==> config.mk <==
export PLATFORM = sky130hd
export DESIGN_NAME = cartridge_bank_mapper_with_irq_counter_core
export DESIGN_NICKNAME = d
export VERILOG_FILES = /design/src/hw/rtl/cbm_pkg.sv /design/src/hw/rtl/cartridge_bank_mapper_with_irq_counter_core.sv
export SDC_FILE = /design/constraint.sdc
export NUM_CORES = 1
export LEC_CHECK = 0
export BUFFER_PORTS_ARGS = -buffer_cell sky130_fd_sc_hd__buf_2
export CAP_MARGIN = 5
export CORE_MARGIN = 3
export CORE_UTILIZATION = 53
export DETAILED_ROUTE_END_ITERATION = 16
export GPL_TIMING_DRIVEN = 0
export PLACE_DENSITY = 0.82
export SLEW_MARGIN = 20
export SYNTH_ARGS = -nofsm -noshare
export SYNTH_HDL_FRONTEND = slang
export SYNTH_SLANG_ARGS = --single-unit
==> constraint.sdc <==
create_clock -name aclk -period 9.1 [get_ports aclk]
set_input_delay 1.365 -clock aclk [delete_from_list [all_inputs] [get_ports aclk]]
set_output_delay 1.365 -clock aclk [all_outputs]
set_load 0.01 [all_outputs]
==> src/hw/rtl/cbm_pkg.sv <==
`timescale 1ns / 1ps
// Shared types, codes and helper functions for the cartridge bank mapper.
// No dependencies; used by cartridge_bank_mapper_with_irq_counter_core.
package cbm_pkg;

    // Field widths of the stream items and configuration registers.
    localparam int CMD_W        = 2;
    localparam int ADDR_W       = 16;
    localparam int DATA_W       = 8;
    localparam int KIND_W       = 3;
    localparam int OFFSET_W     = 21;
    localparam int SLOT_W       = 2;
    localparam int MIRROR_W     = 2;
    localparam int PRG_COUNT_W  = 9;
    localparam int CHR_COUNT_W  = 12;
    localparam int CFG_DATA_W   = 12;
    localparam int CFG_INDEX_W  = 2;
    localparam int CHR_SLOTS    = 8;
    localparam int CHR_BANK_W   = 11;
    localparam int PRG_BANK_W   = 8;
    localparam int PRG_SLOTS    = 3;
    localparam int OFFSET_BITS  = 21;

    // Remainder unit: dividend up to 11 bits, divisor up to 2048.
    localparam int DIV_NUM_W    = 11;
    localparam int DIV_DEN_W    = 12;
    localparam int DIV_CNT_W    = 4;

    // Reset values of the configuration registers.
    localparam logic [PRG_COUNT_W-1:0] PRG_COUNT_RESET = 9'd32;
    localparam logic [CHR_COUNT_W-1:0] CHR_COUNT_RESET = 12'd256;

    typedef enum logic [CMD_W-1:0] {
        CMD_READ  = 2'd0,
        CMD_WRITE = 2'd1,
        CMD_TICK  = 2'd2,
        CMD_NOP   = 2'd3
    } cmd_t;

    typedef enum logic [KIND_W-1:0] {
        KIND_CHR  = 3'd0,
        KIND_NT   = 3'd1,
        KIND_RAM  = 3'd2,
        KIND_PRG  = 3'd3,
        KIND_NONE = 3'd4
    } kind_t;

    // 8K regions of the bus address (address bits 15..13).
    typedef enum logic [2:0] {
        RGN_CHR    = 3'd0,
        RGN_NT     = 3'd1,
        RGN_IO     = 3'd2,
        RGN_WINDOW = 3'd3,
        RGN_SELECT = 3'd4,
        RGN_LOAD   = 3'd5,
        RGN_AUDIO  = 3'd6,
        RGN_FIXED  = 3'd7
    } region_t;

    // Command register codes selected by a write to 0x8000.
    localparam logic [3:0] CS_CHR_FIRST = 4'd0;
    localparam logic [3:0] CS_CHR_LAST  = 4'd7;
    localparam logic [3:0] CS_WINDOW    = 4'd8;
    localparam logic [3:0] CS_PRG_FIRST = 4'd9;
    localparam logic [3:0] CS_PRG_LAST  = 4'd11;
    localparam logic [3:0] CS_MIRROR    = 4'd12;
    localparam logic [3:0] CS_IRQ_CTRL  = 4'd13;
    localparam logic [3:0] CS_CNT_LO    = 4'd14;
    localparam logic [3:0] CS_CNT_HI    = 4'd15;

    localparam logic [CFG_INDEX_W-1:0] CFG_PRG_COUNT = 2'd0;
    localparam logic [CFG_INDEX_W-1:0] CFG_CHR_COUNT = 2'd1;
    localparam logic [CFG_INDEX_W-1:0] CFG_RAM       = 2'd2;

    typedef enum logic [2:0] {
        ST_IDLE = 3'b001,
        ST_DIV  = 3'b010,
        ST_OUT  = 3'b100
    } state_t;

    // Program bank count clamped to 2..256.
    function automatic logic [PRG_COUNT_W-1:0] prg_eff(input logic [PRG_COUNT_W-1:0] c);
        logic [PRG_COUNT_W-1:0] r;
        r = c;
        if (c < 9'd2) begin
            r = 9'd2;
        end else if (c > 9'd256) begin
            r = 9'd256;
        end
        return r;
    endfunction

    // Pattern bank count clamped to 1..2048.
    function automatic logic [CHR_COUNT_W-1:0] chr_eff(input logic [CHR_COUNT_W-1:0] c);
        logic [CHR_COUNT_W-1:0] r;
        r = c;
        if (c == 12'd0) begin
            r = 12'd1;
        end else if (c > 12'd2048) begin
            r = 12'd2048;
        end
        return r;
    endfunction

    // Preset value of the switchable program banks: effective count minus two.
    function automatic logic [PRG_BANK_W-1:0] prg_preset(input logic [PRG_COUNT_W-1:0] c);
        logic [PRG_COUNT_W-1:0] e;
        e = prg_eff(c) - 9'd2;
        return e[PRG_BANK_W-1:0];
    endfunction

endpackage

==> src/hw/rtl/cartridge_bank_mapper_with_irq_counter_core.sv <==
`timescale 1ns / 1ps
// Top level of the cartridge bank mapper with its 16-bit IRQ down counter.
// Depends on cbm_pkg for codes, widths and count clamping functions.
//
// Each input item is one bus access or one counter tick and yields exactly one result
// item with the target region, byte offset, nametable slot, mirroring code and IRQ level.
// Pattern and switchable program bank numbers are reduced modulo the effective bank count
// by one shared restoring remainder unit that retires one dividend bit per cycle. Items
// that need a reduction (pattern and ROM window accesses, switchable program reads, bank
// loads) pass from ST_IDLE through ST_DIV to ST_OUT; all other items go from ST_IDLE
// straight to ST_OUT. The input is held until ST_OUT commits the result into the output
// register, and a stalled output keeps the item waiting in ST_OUT. One item is in
// flight at a time; the next item is taken while the previous result still waits in
// the output register. Configuration is written through cfg_we / cfg_index /
// cfg_wdata; writing the program bank count also presets the three switchable banks.
module cartridge_bank_mapper_with_irq_counter_core #(
    parameter int OFFSET_BITS = cbm_pkg::OFFSET_BITS
) (
    input  logic        aclk,
    input  logic        aresetn,
    // Configuration write port.
    input  logic                                cfg_we,
    input  logic [cbm_pkg::CFG_INDEX_W-1:0]     cfg_index,
    input  logic [cbm_pkg::CFG_DATA_W-1:0]      cfg_wdata,
    // Input items.
    input  logic        s_tvalid,
    output logic        s_tready,
    input  logic [23:0] s_tdata,   // address[15:0], data[23:16]
    input  logic [1:0]  s_tuser,   // cmd[1:0]
    // Result items.
    output logic        m_tvalid,
    input  logic        m_tready,
    output logic [31:0] m_tdata,   // target_offset[20:0], nametable_slot[22:21],
                                   // mirroring_mode[24:23], irq_line[25], zero[31:26]
    output logic [2:0]  m_tuser    // target_kind[2:0]
);

    localparam int OW        = cbm_pkg::OFFSET_W;
    localparam int MASK_BITS = (OFFSET_BITS < OW) ? OFFSET_BITS : OW;
    localparam logic [OW-1:0] OFF_MASK = OW'((64'd1 << MASK_BITS) - 64'd1);
    localparam logic [cbm_pkg::DIV_CNT_W-1:0] DIV_LAST =
        cbm_pkg::DIV_CNT_W'(cbm_pkg::DIV_NUM_W - 1);

    // Sequencer and latched item.
    cbm_pkg::state_t state_reg, state_next;
    logic [1:0]  cmd_reg,  cmd_next;
    logic [15:0] addr_reg, addr_next;
    logic [7:0]  data_reg, data_next;

    // Shared remainder unit.
    logic [cbm_pkg::DIV_DEN_W-1:0] den_reg, den_next;
    logic [cbm_pkg::DIV_NUM_W-1:0] num_reg, num_next;
    logic [cbm_pkg::DIV_DEN_W-1:0] rem_reg, rem_next;
    logic [cbm_pkg::DIV_CNT_W-1:0] cnt_reg, cnt_next;
    logic [cbm_pkg::DIV_DEN_W-1:0] trial;

    // Configuration registers.
    logic [cbm_pkg::PRG_COUNT_W-1:0] prg_count_reg, prg_count_next;
    logic [cbm_pkg::CHR_COUNT_W-1:0] chr_count_reg, chr_count_next;
    logic                            ram_present_reg, ram_present_next;

    // Mapper state.
    logic [3:0]                     cmd_sel_reg, cmd_sel_next;
    logic [cbm_pkg::CHR_BANK_W-1:0] chr_bank_reg [cbm_pkg::CHR_SLOTS];
    logic [cbm_pkg::CHR_BANK_W-1:0] chr_bank_next [cbm_pkg::CHR_SLOTS];
    logic                           win_is_ram_reg, win_is_ram_next;
    logic [cbm_pkg::PRG_BANK_W-1:0] win_bank_reg, win_bank_next;
    logic [cbm_pkg::PRG_BANK_W-1:0] prg_bank_reg [cbm_pkg::PRG_SLOTS];
    logic [cbm_pkg::PRG_BANK_W-1:0] prg_bank_next [cbm_pkg::PRG_SLOTS];
    logic [7:0]                     irq_ctrl_reg, irq_ctrl_next;
    logic [15:0]                    irq_cnt_reg, irq_cnt_next;
    logic                           irq_pend_reg, irq_pend_next;
    logic [1:0]                     mirror_reg, mirror_next;

    // Output register.
    logic                   m_valid_reg, m_valid_next;
    logic [2:0]             m_kind_reg, m_kind_next;
    logic [OW-1:0]          m_off_reg, m_off_next;
    logic [1:0]             m_slot_reg, m_slot_next;
    logic [1:0]             m_mirror_reg, m_mirror_next;
    logic                   m_irq_reg, m_irq_next;

    // Decode of the incoming item.
    logic [1:0]  in_cmd;
    logic [15:0] in_addr;
    logic [7:0]  in_data;
    logic [2:0]  in_region;
    logic        in_access;
    logic        need_mod;
    logic        use_chr_den;
    logic [cbm_pkg::DIV_NUM_W-1:0] in_num;

    logic [cbm_pkg::PRG_COUNT_W-1:0] prg_eff_w;
    logic [cbm_pkg::CHR_COUNT_W-1:0] chr_eff_w;
    logic [cbm_pkg::PRG_COUNT_W-1:0] prg_last;

    // Result of the item being finished.
    logic [2:0]    res_kind;
    logic [OW-1:0] res_off;
    logic [1:0]    res_slot;
    logic [2:0]    cur_region;
    logic [15:0]   cnt_dec;
    logic          commit;

    assign in_cmd    = s_tuser;
    assign in_addr   = s_tdata[15:0];
    assign in_data   = s_tdata[23:16];
    assign in_region = in_addr[15:13];
    assign in_access = (in_cmd == cbm_pkg::CMD_READ) || (in_cmd == cbm_pkg::CMD_WRITE);

    assign prg_eff_w = cbm_pkg::prg_eff(prg_count_reg);
    assign chr_eff_w = cbm_pkg::chr_eff(chr_count_reg);
    assign prg_last  = prg_eff_w - 9'd1;

    assign s_tready = (state_reg == cbm_pkg::ST_IDLE);
    assign trial    = {rem_reg[cbm_pkg::DIV_DEN_W-2:0], num_reg[cbm_pkg::DIV_NUM_W-1]};
    assign cur_region = addr_reg[15:13];
    assign cnt_dec  = irq_cnt_reg - 16'd1;
    assign commit   = (state_reg == cbm_pkg::ST_OUT) && (!m_valid_reg || m_tready);

    // Pick the bank number and modulus the item needs reduced, if any.
    always_comb begin
        need_mod    = 1'b0;
        use_chr_den = 1'b0;
        in_num      = '0;
        if (in_access) begin
            unique case (in_region)
                cbm_pkg::RGN_CHR: begin
                    need_mod    = 1'b1;
                    use_chr_den = 1'b1;
                    in_num      = chr_bank_reg[in_addr[12:10]];
                end
                cbm_pkg::RGN_WINDOW: begin
                    need_mod = !win_is_ram_reg;
                    in_num   = cbm_pkg::DIV_NUM_W'(win_bank_reg);
                end
                cbm_pkg::RGN_SELECT, cbm_pkg::RGN_LOAD, cbm_pkg::RGN_AUDIO: begin
                    if (in_cmd == cbm_pkg::CMD_READ) begin
                        need_mod = 1'b1;
                        in_num   = cbm_pkg::DIV_NUM_W'(
                            prg_bank_reg[2'(in_region - cbm_pkg::RGN_SELECT)]);
                    end else if (in_region == cbm_pkg::RGN_LOAD) begin
                        priority if (cmd_sel_reg <= cbm_pkg::CS_CHR_LAST) begin
                            need_mod    = 1'b1;
                            use_chr_den = 1'b1;
                            in_num      = cbm_pkg::DIV_NUM_W'(in_data);
                        end else if (cmd_sel_reg == cbm_pkg::CS_WINDOW) begin
                            need_mod = !in_data[6];
                            in_num   = cbm_pkg::DIV_NUM_W'(in_data[4:0]);
                        end else if (cmd_sel_reg <= cbm_pkg::CS_PRG_LAST) begin
                            need_mod = 1'b1;
                            in_num   = cbm_pkg::DIV_NUM_W'(in_data[4:0]);
                        end else begin
                            need_mod = 1'b0;
                        end
                    end
                end
                default: begin
                    need_mod = 1'b0;
                end
            endcase
        end
    end

    // Result of the finished item, from the latched item and the remainder.
    always_comb begin
        res_kind = cbm_pkg::KIND_NONE;
        res_off  = '0;
        res_slot = '0;
        if ((cmd_reg == cbm_pkg::CMD_READ) || (cmd_reg == cbm_pkg::CMD_WRITE)) begin
            unique case (cur_region)
                cbm_pkg::RGN_CHR: begin
                    res_kind = cbm_pkg::KIND_CHR;
                    res_off  = {rem_reg[cbm_pkg::CHR_BANK_W-1:0], addr_reg[9:0]};
                end
                cbm_pkg::RGN_NT: begin
                    res_kind = cbm_pkg::KIND_NT;
                    res_slot = addr_reg[11:10];
                    res_off  = OW'(addr_reg[9:0]);
                end
                cbm_pkg::RGN_WINDOW: begin
                    if (!win_is_ram_reg) begin
                        res_kind = cbm_pkg::KIND_PRG;
                        res_off  = {rem_reg[cbm_pkg::PRG_BANK_W-1:0], addr_reg[12:0]};
                    end else if (ram_present_reg) begin
                        res_kind = cbm_pkg::KIND_RAM;
                        res_off  = OW'(addr_reg[12:0]);
                    end
                end
                cbm_pkg::RGN_SELECT, cbm_pkg::RGN_LOAD, cbm_pkg::RGN_AUDIO: begin
                    if (cmd_reg == cbm_pkg::CMD_READ) begin
                        res_kind = cbm_pkg::KIND_PRG;
                        res_off  = {rem_reg[cbm_pkg::PRG_BANK_W-1:0], addr_reg[12:0]};
                    end
                end
                cbm_pkg::RGN_FIXED: begin
                    if (cmd_reg == cbm_pkg::CMD_READ) begin
                        res_kind = cbm_pkg::KIND_PRG;
                        res_off  = {prg_last[cbm_pkg::PRG_BANK_W-1:0], addr_reg[12:0]};
                    end
                end
                default: begin
                    res_kind = cbm_pkg::KIND_NONE;
                end
            endcase
        end
    end

    always_comb begin
        state_next       = state_reg;
        cmd_next         = cmd_reg;
        addr_next        = addr_reg;
        data_next        = data_reg;
        den_next         = den_reg;
        num_next         = num_reg;
        rem_next         = rem_reg;
        cnt_next         = cnt_reg;
        prg_count_next   = prg_count_reg;
        chr_count_next   = chr_count_reg;
        ram_present_next = ram_present_reg;
        cmd_sel_next     = cmd_sel_reg;
        chr_bank_next    = chr_bank_reg;
        win_is_ram_next  = win_is_ram_reg;
        win_bank_next    = win_bank_reg;
        prg_bank_next    = prg_bank_reg;
        irq_ctrl_next    = irq_ctrl_reg;
        irq_cnt_next     = irq_cnt_reg;
        irq_pend_next    = irq_pend_reg;
        mirror_next      = mirror_reg;
        m_valid_next     = m_valid_reg && !m_tready;
        m_kind_next      = m_kind_reg;
        m_off_next       = m_off_reg;
        m_slot_next      = m_slot_reg;
        m_mirror_next    = m_mirror_reg;
        m_irq_next       = m_irq_reg;

        unique case (state_reg)
            cbm_pkg::ST_IDLE: begin
                if (s_tvalid) begin
                    cmd_next  = in_cmd;
                    addr_next = in_addr;
                    data_next = in_data;
                    num_next  = in_num;
                    rem_next  = '0;
                    cnt_next  = DIV_LAST;
                    den_next  = use_chr_den ? chr_eff_w
                                            : cbm_pkg::DIV_DEN_W'(prg_eff_w);
                    state_next = need_mod ? cbm_pkg::ST_DIV : cbm_pkg::ST_OUT;
                end
            end
            cbm_pkg::ST_DIV: begin
                // One restoring remainder step per cycle, dividend MSB first.
                rem_next = (trial >= den_reg) ? (trial - den_reg) : trial;
                num_next = {num_reg[cbm_pkg::DIV_NUM_W-2:0], 1'b0};
                cnt_next = cnt_reg - 1'b1;
                if (cnt_reg == '0) begin
                    state_next = cbm_pkg::ST_OUT;
                end
            end
            cbm_pkg::ST_OUT: begin
                if (commit) begin
                    state_next = cbm_pkg::ST_IDLE;
                    if (cmd_reg == cbm_pkg::CMD_TICK) begin
                        if (irq_ctrl_reg[7]) begin
                            irq_cnt_next = cnt_dec;
                            if ((cnt_dec == 16'hFFFF) && irq_ctrl_reg[0]) begin
                                irq_pend_next = 1'b1;
                            end
                        end
                    end else if (cmd_reg == cbm_pkg::CMD_WRITE) begin
                        if (cur_region == cbm_pkg::RGN_SELECT) begin
                            cmd_sel_next = data_reg[3:0];
                        end else if (cur_region == cbm_pkg::RGN_LOAD) begin
                            priority if (cmd_sel_reg <= cbm_pkg::CS_CHR_LAST) begin
                                chr_bank_next[cmd_sel_reg[2:0]] =
                                    rem_reg[cbm_pkg::CHR_BANK_W-1:0];
                            end else if (cmd_sel_reg == cbm_pkg::CS_WINDOW) begin
                                win_is_ram_next = data_reg[6];
                                if (!data_reg[6]) begin
                                    win_bank_next = rem_reg[cbm_pkg::PRG_BANK_W-1:0];
                                end
                            end else if (cmd_sel_reg <= cbm_pkg::CS_PRG_LAST) begin
                                prg_bank_next[2'(cmd_sel_reg - cbm_pkg::CS_PRG_FIRST)] =
                                    rem_reg[cbm_pkg::PRG_BANK_W-1:0];
                            end else if (cmd_sel_reg == cbm_pkg::CS_MIRROR) begin
                                mirror_next = data_reg[1:0] ^ 2'b10;
                            end else if (cmd_sel_reg == cbm_pkg::CS_IRQ_CTRL) begin
                                irq_pend_next = 1'b0;
                                irq_ctrl_next = data_reg;
                            end else if (cmd_sel_reg == cbm_pkg::CS_CNT_LO) begin
                                irq_cnt_next = {irq_cnt_reg[15:8], data_reg};
                            end else begin
                                irq_cnt_next = {data_reg, irq_cnt_reg[7:0]};
                            end
                        end
                    end
                    m_valid_next  = 1'b1;
                    m_kind_next   = res_kind;
                    m_off_next    = res_off & OFF_MASK;
                    m_slot_next   = res_slot;
                    m_mirror_next = mirror_next;
                    m_irq_next    = irq_pend_next;
                end
            end
            default: begin
                state_next = cbm_pkg::ST_IDLE;
            end
        endcase

        // The user must write configuration only while no item is in flight; not enforced here.
        if (cfg_we) begin
            if (cfg_index == cbm_pkg::CFG_PRG_COUNT) begin
                prg_count_next = cfg_wdata[cbm_pkg::PRG_COUNT_W-1:0];
                for (int i = 0; i < cbm_pkg::PRG_SLOTS; i++) begin
                    prg_bank_next[i] =
                        cbm_pkg::prg_preset(cfg_wdata[cbm_pkg::PRG_COUNT_W-1:0]);
                end
            end else if (cfg_index == cbm_pkg::CFG_CHR_COUNT) begin
                chr_count_next = cfg_wdata;
            end else if (cfg_index == cbm_pkg::CFG_RAM) begin
                ram_present_next = cfg_wdata[0];
            end
        end
    end

    always_ff @(posedge aclk) begin
        if (!aresetn) begin
            state_reg       <= cbm_pkg::ST_IDLE;
            m_valid_reg     <= 1'b0;
            m_mirror_reg    <= '0;
            m_irq_reg       <= 1'b0;
            prg_count_reg   <= cbm_pkg::PRG_COUNT_RESET;
            chr_count_reg   <= cbm_pkg::CHR_COUNT_RESET;
            ram_present_reg <= 1'b1;
            cmd_sel_reg     <= '0;
            for (int i = 0; i < cbm_pkg::CHR_SLOTS; i++) begin
                chr_bank_reg[i] <= cbm_pkg::CHR_BANK_W'(i);
            end
            win_is_ram_reg  <= 1'b1;
            win_bank_reg    <= '0;
            for (int i = 0; i < cbm_pkg::PRG_SLOTS; i++) begin
                prg_bank_reg[i] <= cbm_pkg::prg_preset(cbm_pkg::PRG_COUNT_RESET);
            end
            irq_ctrl_reg    <= '0;
            irq_cnt_reg     <= '0;
            irq_pend_reg    <= 1'b0;
            mirror_reg      <= '0;
        end else begin
            state_reg       <= state_next;
            m_valid_reg     <= m_valid_next;
            m_mirror_reg    <= m_mirror_next;
            m_irq_reg       <= m_irq_next;
            prg_count_reg   <= prg_count_next;
            chr_count_reg   <= chr_count_next;
            ram_present_reg <= ram_present_next;
            cmd_sel_reg     <= cmd_sel_next;
            chr_bank_reg    <= chr_bank_next;
            win_is_ram_reg  <= win_is_ram_next;
            win_bank_reg    <= win_bank_next;
            prg_bank_reg    <= prg_bank_next;
            irq_ctrl_reg    <= irq_ctrl_next;
            irq_cnt_reg     <= irq_cnt_next;
            irq_pend_reg    <= irq_pend_next;
            mirror_reg      <= mirror_next;
        end
    end

    // Payload registers: no reset needed.
    always_ff @(posedge aclk) begin
        cmd_reg    <= cmd_next;
        addr_reg   <= addr_next;
        data_reg   <= data_next;
        den_reg    <= den_next;
        num_reg    <= num_next;
        rem_reg    <= rem_next;
        cnt_reg    <= cnt_next;
        m_kind_reg <= m_kind_next;
        m_off_reg  <= m_off_next;
        m_slot_reg <= m_slot_next;
    end

    assign m_tvalid = m_valid_reg;
    assign m_tuser  = m_kind_reg;
    assign m_tdata  = {6'd0, m_irq_reg, m_mirror_reg, m_slot_reg, m_off_reg};

endmodule
==> results of run 1 <==
==> per-layer routing <==
layer,global-route usage [%],vias to the layer above
met5,0,-
met4,10.5,0
met3,3.79,98
met2,42.6,503
met1,35.2,4946
li1,-,4795
==> cell usage after synthesis (4+ instances only) <==
| cell type | count | share of area (%) |
|---|---|---|
| nor2b_1 | 107 | 5.1 |
| and2_1 | 21 | 1.0 |
| dfxtp_1 | 172 | 26 |
| nand2b_1 | 15 | 0.72 |
| a21oi_1 | 46 | 1.8 |
| o21ai_0 | 68 | 2.6 |
| or3_1 | 11 | 0.53 |
| a22oi_1 | 11 | 0.63 |
| a21boi_0 | 28 | 1.6 |
| inv_1 | 30 | 0.86 |
| edfxtp_1 | 90 | 21 |
| o31ai_1 | 6 | 0.35 |
| mux4_2 | 22 | 3.8 |
| mux2i_1 | 143 | 11 |
| a222oi_1 | 6 | 0.46 |
| a32o_1 | 4 | 0.31 |
| a31oi_1 | 4 | 0.19 |
| nor3_1 | 23 | 0.88 |
| xnor2_1 | 11 | 0.74 |
| nand3_1 | 13 | 0.50 |
| buf_2 | 9 | 0.35 |
| a22o_1 | 13 | 0.87 |
| a211oi_1 | 16 | 0.92 |
| nor2_1 | 72 | 2.1 |
| clkbuf_1 | 61 | 1.8 |
| nand3b_1 | 6 | 0.35 |
| ha_1 | 17 | 1.6 |
| o211a_1 | 8 | 0.61 |
| o211ai_1 | 6 | 0.35 |
| o21a_1 | 12 | 0.69 |
| o22ai_1 | 4 | 0.19 |
| nand2_1 | 119 | 3.4 |
| nor3b_1 | 5 | 0.29 |
| nor4_1 | 11 | 0.53 |
| buf_4 | 11 | 0.63 |
| xor2_1 | 9 | 0.60 |
==> power breakdown <==
group / internal, mW / switching (mW) / leakage (nW)
sequential: 1.25 / 0.0250 / 2.24
clock: 0.721 / 0.478 / 0.494
combinational: 0.0882 / 0.156 / 2.62
==> cell type report <==
cell class / instances / area share (%)
Multi-Input combinational cell: 900 / 43.2
Timing Repair Buffer: 76 / 2.66
Antenna cell: 1 / 0.0168
Inverter: 30 / 0.758
Buffer: 86 / 2.59
Clock buffer: 37 / 5.79
Tap cell: 319 / 2.69
Sequential cell: 262 / 41.4
Clock inverter: 15 / 0.901
==> worst register-to-register path, cell delays in order (launching register included) <==
cell and delay (ns):
edfxtp_1 0.65, clkbuf_1 0.61, inv_1 0.14, fa_1 0.46, nand2b_1 0.19, a211oi_1 0.33
o22ai_1 0.25, o21ai_1 0.67, clkbuf_1 0.47, nor2_1 0.10, a211oi_1 0.24
==> worst paths after layout <==
check	cells after the start	end	slack, ns	from
worst max-delay path	10	rem_reg[0]	4.82	rem_reg[0]
worst min-delay path	2	chr_bank_reg[13]	0.48	chr_bank_reg[13]
worst max register to register	10	rem_reg[0]	4.82	rem_reg[0]
worst min register to register	2	chr_bank_reg[13]	0.48	chr_bank_reg[13]
==> per-stage QoR <==
stage / instances / hold WS, ns
2_1_floorplan: 1278 / 0.436
3_3_place_gp: 1672 / 0.449
3_5_place_dp: 1673 / 0.459
4_1_cts: 1725 / 0.477
5_1_grt: 1726 / 0.505
6_report: 1726 / 0.478
==> cells by family after synthesis <==
kind of cell             after synthesis  synth area share, %
flip-flops                           262                 47.1
other                                  1               0.0288
multiplexers                         168                 15.0
AO/OA/AOI/OAI                        254                 13.0
AND/OR/NAND/NOR                      433                 17.7
adder cells (fa/ha/maj)               18                 1.78
XOR/XNOR                              21                 1.47
buffers and inverters                116                 3.82
==> results, run 1 <==
- The register with the most flip-flops in the layout has slightly below 90 of them.
- The die covers ~27000 sq um.
- Post-CTS timing repair inserted 0 buffers for setup.
- The instance count of the mapped netlist is roughly 1300.
- The static leakage power is 5.35 nW.
- The flow ran to the end, and the final reports show no timing, DRC or antenna violations.
- The detailed-router iteration count before antenna repair is 6.
- The tool flagged a number of max-cap violations equal to 0.
- The first global-routing pass estimated ~55000 microns of wire.
- The floorplan step set the die height to between 150 and 200 microns.
- Of all nets on the critical path, the largest fanout is 10.
- The fill cell total of the finished layout is approximately 1900.
- The critical path goes through clkbuf_1 > inv_1 > fa_1 > nand2b_1 > a211oi_1 > o22ai_1 > o21ai_1 > clkbuf_1 > nor2_1 > a211oi_1.
- Headroom to the max-slew limit came out at a little under 30%.
- The routed length per placed instance is 20.4 microns.
- The width of the die is approximately 160 microns.
- The count of nets left with antenna violations once routing finished came out at 0.
- The tightest min-delay check is of the flip-flop to flip-flop type.
- After legalization and detailed placement, the total HPWL measured 25500 microns.
- The TritonCTS clock tree is built.
- From synthesis to final layout, the design area changed by 13.9%.
- Across the routed clock network, the largest skew measured is approximately 0.021 ns.
- The commonest non-fill, non-tap cell in the layout is dfxtp_1.
- Entering global routing, the biggest net connects 28 pins.
- The synthesized design contains 90 enable-type register cells.
- The final route contains slightly above 10000 vias.
- In this run the core area contains 56 standard-cell rows.
- Setup repair after global routing left no endpoint under its margin.
- The critical path contains buffers and inverters numbering 3 combined.
- The top cell types in the final layout, fill and taps aside, are dfxtp_1 (172), mux2i_1 (143), nand2_1 (118).
- The most used flip-flop cell after synthesis is dfxtp_1.
- At the end of the flow the core is filled with cells to between 60% and 70%.
- After layout, the design draws a total of 2.71 mW.
- Counting flops with an async set or reset pin after synthesis yields a share of 0%.
- The part of the Yosys area used for sequential elements is between 40% and 50%.
- The yosys synthesis warning count is 0.
- The flip-flop and latch count after synthesis is 262.
- The post-route netlist has a little over an eighth of its cells at a drive strength greater than 1.
- After the first detailed-routing iteration, the DRC count stood at 1282.
- Across every metal layer, demand over resource in global routing totals a little over a quarter.
- The cell family with the largest share of critical-path delay is compound AO/OA/AOI/OAI gates.
- Counting the buffers created by CTS gives 28.
- The number of nets in the layout is roughly 1400.
- The tree is rooted in a clkbuf_16.
- The worst path uses 47.0% of the clock period.
- The type of the worst setup path is flip-flop to flip-flop.
- Setup slack closes at approximately 4.8 ns.
- Dividing the detail-routed via count by the number of cells gives between 5 and 6.
- The clock reaches the later pin of the worst-skew pair after about 0.55 ns.
- The transition time of the tightest slew-check pin is roughly 1.1 ns.
- The buffer depth of the longest clock path is 3.
- Prior to clock tree synthesis, the placed netlist has a worst setup slack of approximately 5.0 ns.
- The startpoint kind of the worst setup timing path is a flip-flop.
- The post-route cell area is between 10000 and 15000 sq um.
- The top layer used by detailed routing is met4.
- The number of distinct library cell variants in the gate-level netlist after synthesis is 76.
- The cell area that synthesis handed to floorplanning was roughly 13000 sq um.
- The number of hold violations in the final report is 0.
- The number of global-route vias before repair came to 9958.
- The worst endpoint data arrival time is roughly 4.7 ns.
- The longest individual stage delay on the worst path is 0.67 ns.
- The CTS clock-pin slew for the worst setup and hold paths is 0.06 ns.
- The area of the core is around 24000 sq um.
- The effective utilization at floorplan is a little over half.
- The final period demand of the worst path is ~4.3 ns.
- IR analysis of the VDD net gives a maximum drop of 0.000119 V.
- The routed length on met3 is 2840 microns.
- Adding up every negative setup slack in the final design gives 0 ns.
- a little over 80 I/O pins were placed.
- Each instance of the synthesized netlist takes up on average roughly 10 sq um.
- The post-cts sizing count is 0.
- Summing all placed instances gives a cell area of 13900 sq um.
- The number of buffers added on ports is 75.
- In this run the power density over the cells is ~180 nW/um^2.
- The total length of routed wires is approximately 35000 microns.
- Routability-driven placement finished with a final weighted congestion of 0.983.
- Hold repair after CTS inserted 0 buffers.
- The wire length on met1 is around 15000 microns.
- Setup violations remaining at the end of the flow were counted as 0.
- The initial antenna violation count is 1.
- The combined flip-flop and latch cell area is slightly above 6000 sq um.
- The aggregate global routing overflow is 0.
- The required time at the worst-slack endpoint is approximately 9.5 ns.
- The number of clock sinks is between 200 and 300.
- In this run the number of H-tree levels came out at 1.
- The element type at the critical path end is a flip-flop.
- The count of final max-slew check failures came to 0.
- Derived from the worst setup path, the maximum achievable clock frequency is roughly 0.23 GHz.
- The remaining routing DRC violations is 0.
- In the detailed route, the total length drawn on met2 is about 16000 microns.
- In the final layout, the multi-input gates occupy between 6000 and 7000 sq um.
- The slowest stage of the critical path is the o21ai_1 cell.
Note: power is estimated with default switching activity, not from simulation.
==> run 2, diff against run 1 <==
==> constraint.sdc (replaced) <==
create_clock -name aclk -period 4.3 [get_ports aclk]
set_input_delay 0.645 -clock aclk [delete_from_list [all_inputs] [get_ports aclk]]
set_output_delay 0.645 -clock aclk [all_outputs]
set_load 0.01 [all_outputs]
==> run 2 against run 1 <==
Against the previous run:
- clock-buffer cell count unchanged
- power up 110%
- clock skew down 0.0020 ns
- largest power group unchanged
==> results, run 2 (synthesis gave the netlist of run 1 again) <==
- The run finished with clean final reports.
- The routability congestion estimate from global placement is about 1.
- Setup violations remaining at the end of the flow were counted as 0.
- Between clock sinks in the finished design, the worst skew comes to between 0.015 and 0.02 ns.
- The register with the most flip-flops in the layout has between 80 and 90 of them.
- The TritonCTS clock tree is built.
- The cell area after placement is around 14000 sq um.
- For the worst setup path, the data required time is around 4.7 ns.
- Across the run, the number of max-cap violations was 0.
- The worst reg2reg path startpoint is rem_reg[0].
- The first-iteration detailed-routing DRC count is 1313.
- Prior to clock tree synthesis, the placed netlist has a worst setup slack of 0.192 ns.
- The combined flip-flop and latch cell area is just over 6000 sq um.
- The startpoint kind of the worst setup timing path is a flip-flop.
- The aggregate negative setup slack is 0 ns.
- The static leakage power is about 5.4 nW.
- The largest net degree at the start of global routing is 28.
- The largest fanout on the critical path is 10.
- After clock tree synthesis, the setup repair step added 0 buffers.
- In this run the number of H-tree levels came out at 1.
- The number of stages on the worst hold path is 1.
- The detailed-router iteration count before antenna repair is 8.
- The element type at the critical path end is a flip-flop.
- The buffer depth of the longest clock path is 3.
- The clock latency on the worst-skew pair is around 0.55 ns.
- After clock tree synthesis, the flow added hold-fix buffers numbering 0.
- The layout has 1903 filler cells.
- The top cell types in the final layout, fill and taps aside, are dfxtp_1 (172), mux2i_1 (143), nand2_1 (118).
- The count of final max-slew check failures is 0.
- The worst hold path begins at s_tdata[7].
- The number of clock buffers added by TritonCTS is 28.
- In the routed design, unresolved DRC markers number 0.
- For this run, the total global-route usage over all layers was measured as a little over a quarter.
- The initial antenna violation count is 1.
- The worst slack on hold paths is about 0.27 ns.
- The fraction of power spent switching nets is roughly a quarter.
- In the finished design, the share of the clock period the worst path needs comes to ~95%.
- The post-cts sizing count is 0.
- The critical register-to-register path endpoint is rem_reg[0].
- The worst slew margin relative to its limit is 29.8%.
- The number of nets in the layout is 1447.
- The post-layout worst setup margin is roughly 0.24 ns.
- The power share of the combinational group is under 10%.
- In the final layout, the share of cells above drive strength 1 is 13.8%.
- The area growth from synthesis to layout is 13.9%.
- Setup repair after global routing left no endpoint under its margin.
- The clock network is responsible for between 40 and 50% of the overall power.
- The class of the most critical hold timing path is input port to flip-flop.
- The number of global-route vias before repair is roughly 10000.
- In this run the power density over the cells is about 390 nW/um^2.
- The sequential cell fraction of total power is between 40 and 50%.
- The worst hold path endpoint is addr_reg[7].
- The net switching power is 1.40 mW.
- The transition time of the tightest slew-check pin is about 1.0 ns.
- The die is approximately 160 microns tall.
- After legalization and detailed placement, the total HPWL measured roughly 25000 microns.
- The area of combinational cells with multiple inputs is between 6000 and 7000 sq um.
- The floorplan step defined a die boundary enclosing about 27000 sq um.
- Across the VDD grid, the largest voltage drop is around 0.00025 V.
- The type of the worst setup path is flip-flop to flip-flop.
- The number of nets still failing antenna checks after routing is 0.
- The internal power of the cells totals between 4 and 5 mW.
- In the routed layout, each cell is associated on average with a via count of approximately 6.
- For the finished layout, the period the worst path requires is 4.06 ns.
- The total power of the final layout is between 5 and 6 mW.
- The aggregate global routing overflow is 0.
- Derived from the worst setup path, the maximum achievable clock frequency is about 0.25 GHz.
- The library cell used most frequently in the layout, excluding fill and tap cells, is dfxtp_1.
- The post-route cell area is about 15000 sq um.
- CTS saw around 260 sinks.
- The routed design has approximately 35000 microns of wire.
- Once the floorplan was initialized, standard cells occupied a little over half of the core.
- After the flow finishes, the layout carries non-filler instances totaling roughly 1700.
- Port buffering added 75 buffers.
- The global-route wire length before repair is around 55000 microns.
- The routed via count is about 10000.
- about 80 I/O pins were placed.
- For flop-to-flop paths, the worst setup slack is 0.24 ns.
- At the end of the flow the core is filled with cells to 62.4%.
- The routed length per placed instance is between 20 and 25 microns.
- The number of hold violations in the final report came to 0.
- After detailed placement, the design holds a cell count of about 1700.
- The die is around 160 microns wide.
- The root buffer cell chosen for the clock tree is clkbuf_16.
- After floorplanning, the core was divided into 56 placement rows.
- The worst reg-to-reg path cell count is 10.
- The CTS clock-pin slew for the worst setup and hold paths is around 0.06 ns.
- The area of the core is approximately 24000 sq um.
- The worst endpoint data arrival time is 4.43 ns.
-- run 2: changes by cell type in the layout (fill, tap and decap cells not counted) --
cell     previous run  this run
o21ai_2             0         1
o21ai_1             1         0
-- run 2: how the worst max path moves through the flow --
stage	slack [ns]	depth (start not counted)	from	end
after floorplan	1.31	10	rem_reg[0]	rem_reg[1]
after global placement	0.25	10	rem_reg[0]	rem_reg[0]
after detailed placement	0.19	10	rem_reg[0]	rem_reg[0]
after CTS	0.15	10	rem_reg[0]	rem_reg[0]
after global routing	0.09	10	rem_reg[0]	rem_reg[1]
final	0.24	10	rem_reg[0]	rem_reg[0]
-- run 2: area by class of cell --
class                      count  share of cell area, %
tap                          319                   2.69
antenna                        1                 0.0168
clock inverter                15                  0.901
buffer                        86                   2.59
clock buffer                  37                   5.79
timing repair buffer          76                   2.66
multi-input combinational    900                   43.2
inverter                      30                  0.758
sequential                   262                   41.4
-- run 2: power by group through the flow --
stage | clock network [mW] | logic (mW) | registers, mW
2_1_floorplan | 0 | 0.335 | 2.72
3_3_place_gp | 0 | 0.490 | 2.74
3_5_place_dp | 0 | 0.504 | 2.74
4_1_cts | 2.54 | 0.508 | 2.69
5_1_grt | 2.64 | 0.563 | 2.69
6_report | 2.54 | 0.519 | 2.69
-- run 2: critical path, stage by stage, from the launching register on --
cell and delay [ns]:
edfxtp_1 0.62, clkbuf_1 0.61, inv_1 0.14, fa_1 0.46
nand2b_1 0.20, a211oi_1 0.33, o22ai_1 0.26, o21ai_2 0.46
clkbuf_1 0.46, nor2_1 0.10, a211oi_1 0.24
-- run 2: metal layers --
| metal | track usage (%) | wire, microns | up-vias | share of wire, % |
|---|---|---|---|---|
| met5 | 0 | 0 | - | 0 |
| met4 | 10.5 | 1500 | 0 | 4.2 |
| met3 | 3.79 | 2890 | 88 | 8.2 |
| met2 | 42.6 | 16300 | 485 | 46 |
| met1 | 35.2 | 14600 | 4988 | 41 |
| li1 | - | - | 4798 | - |
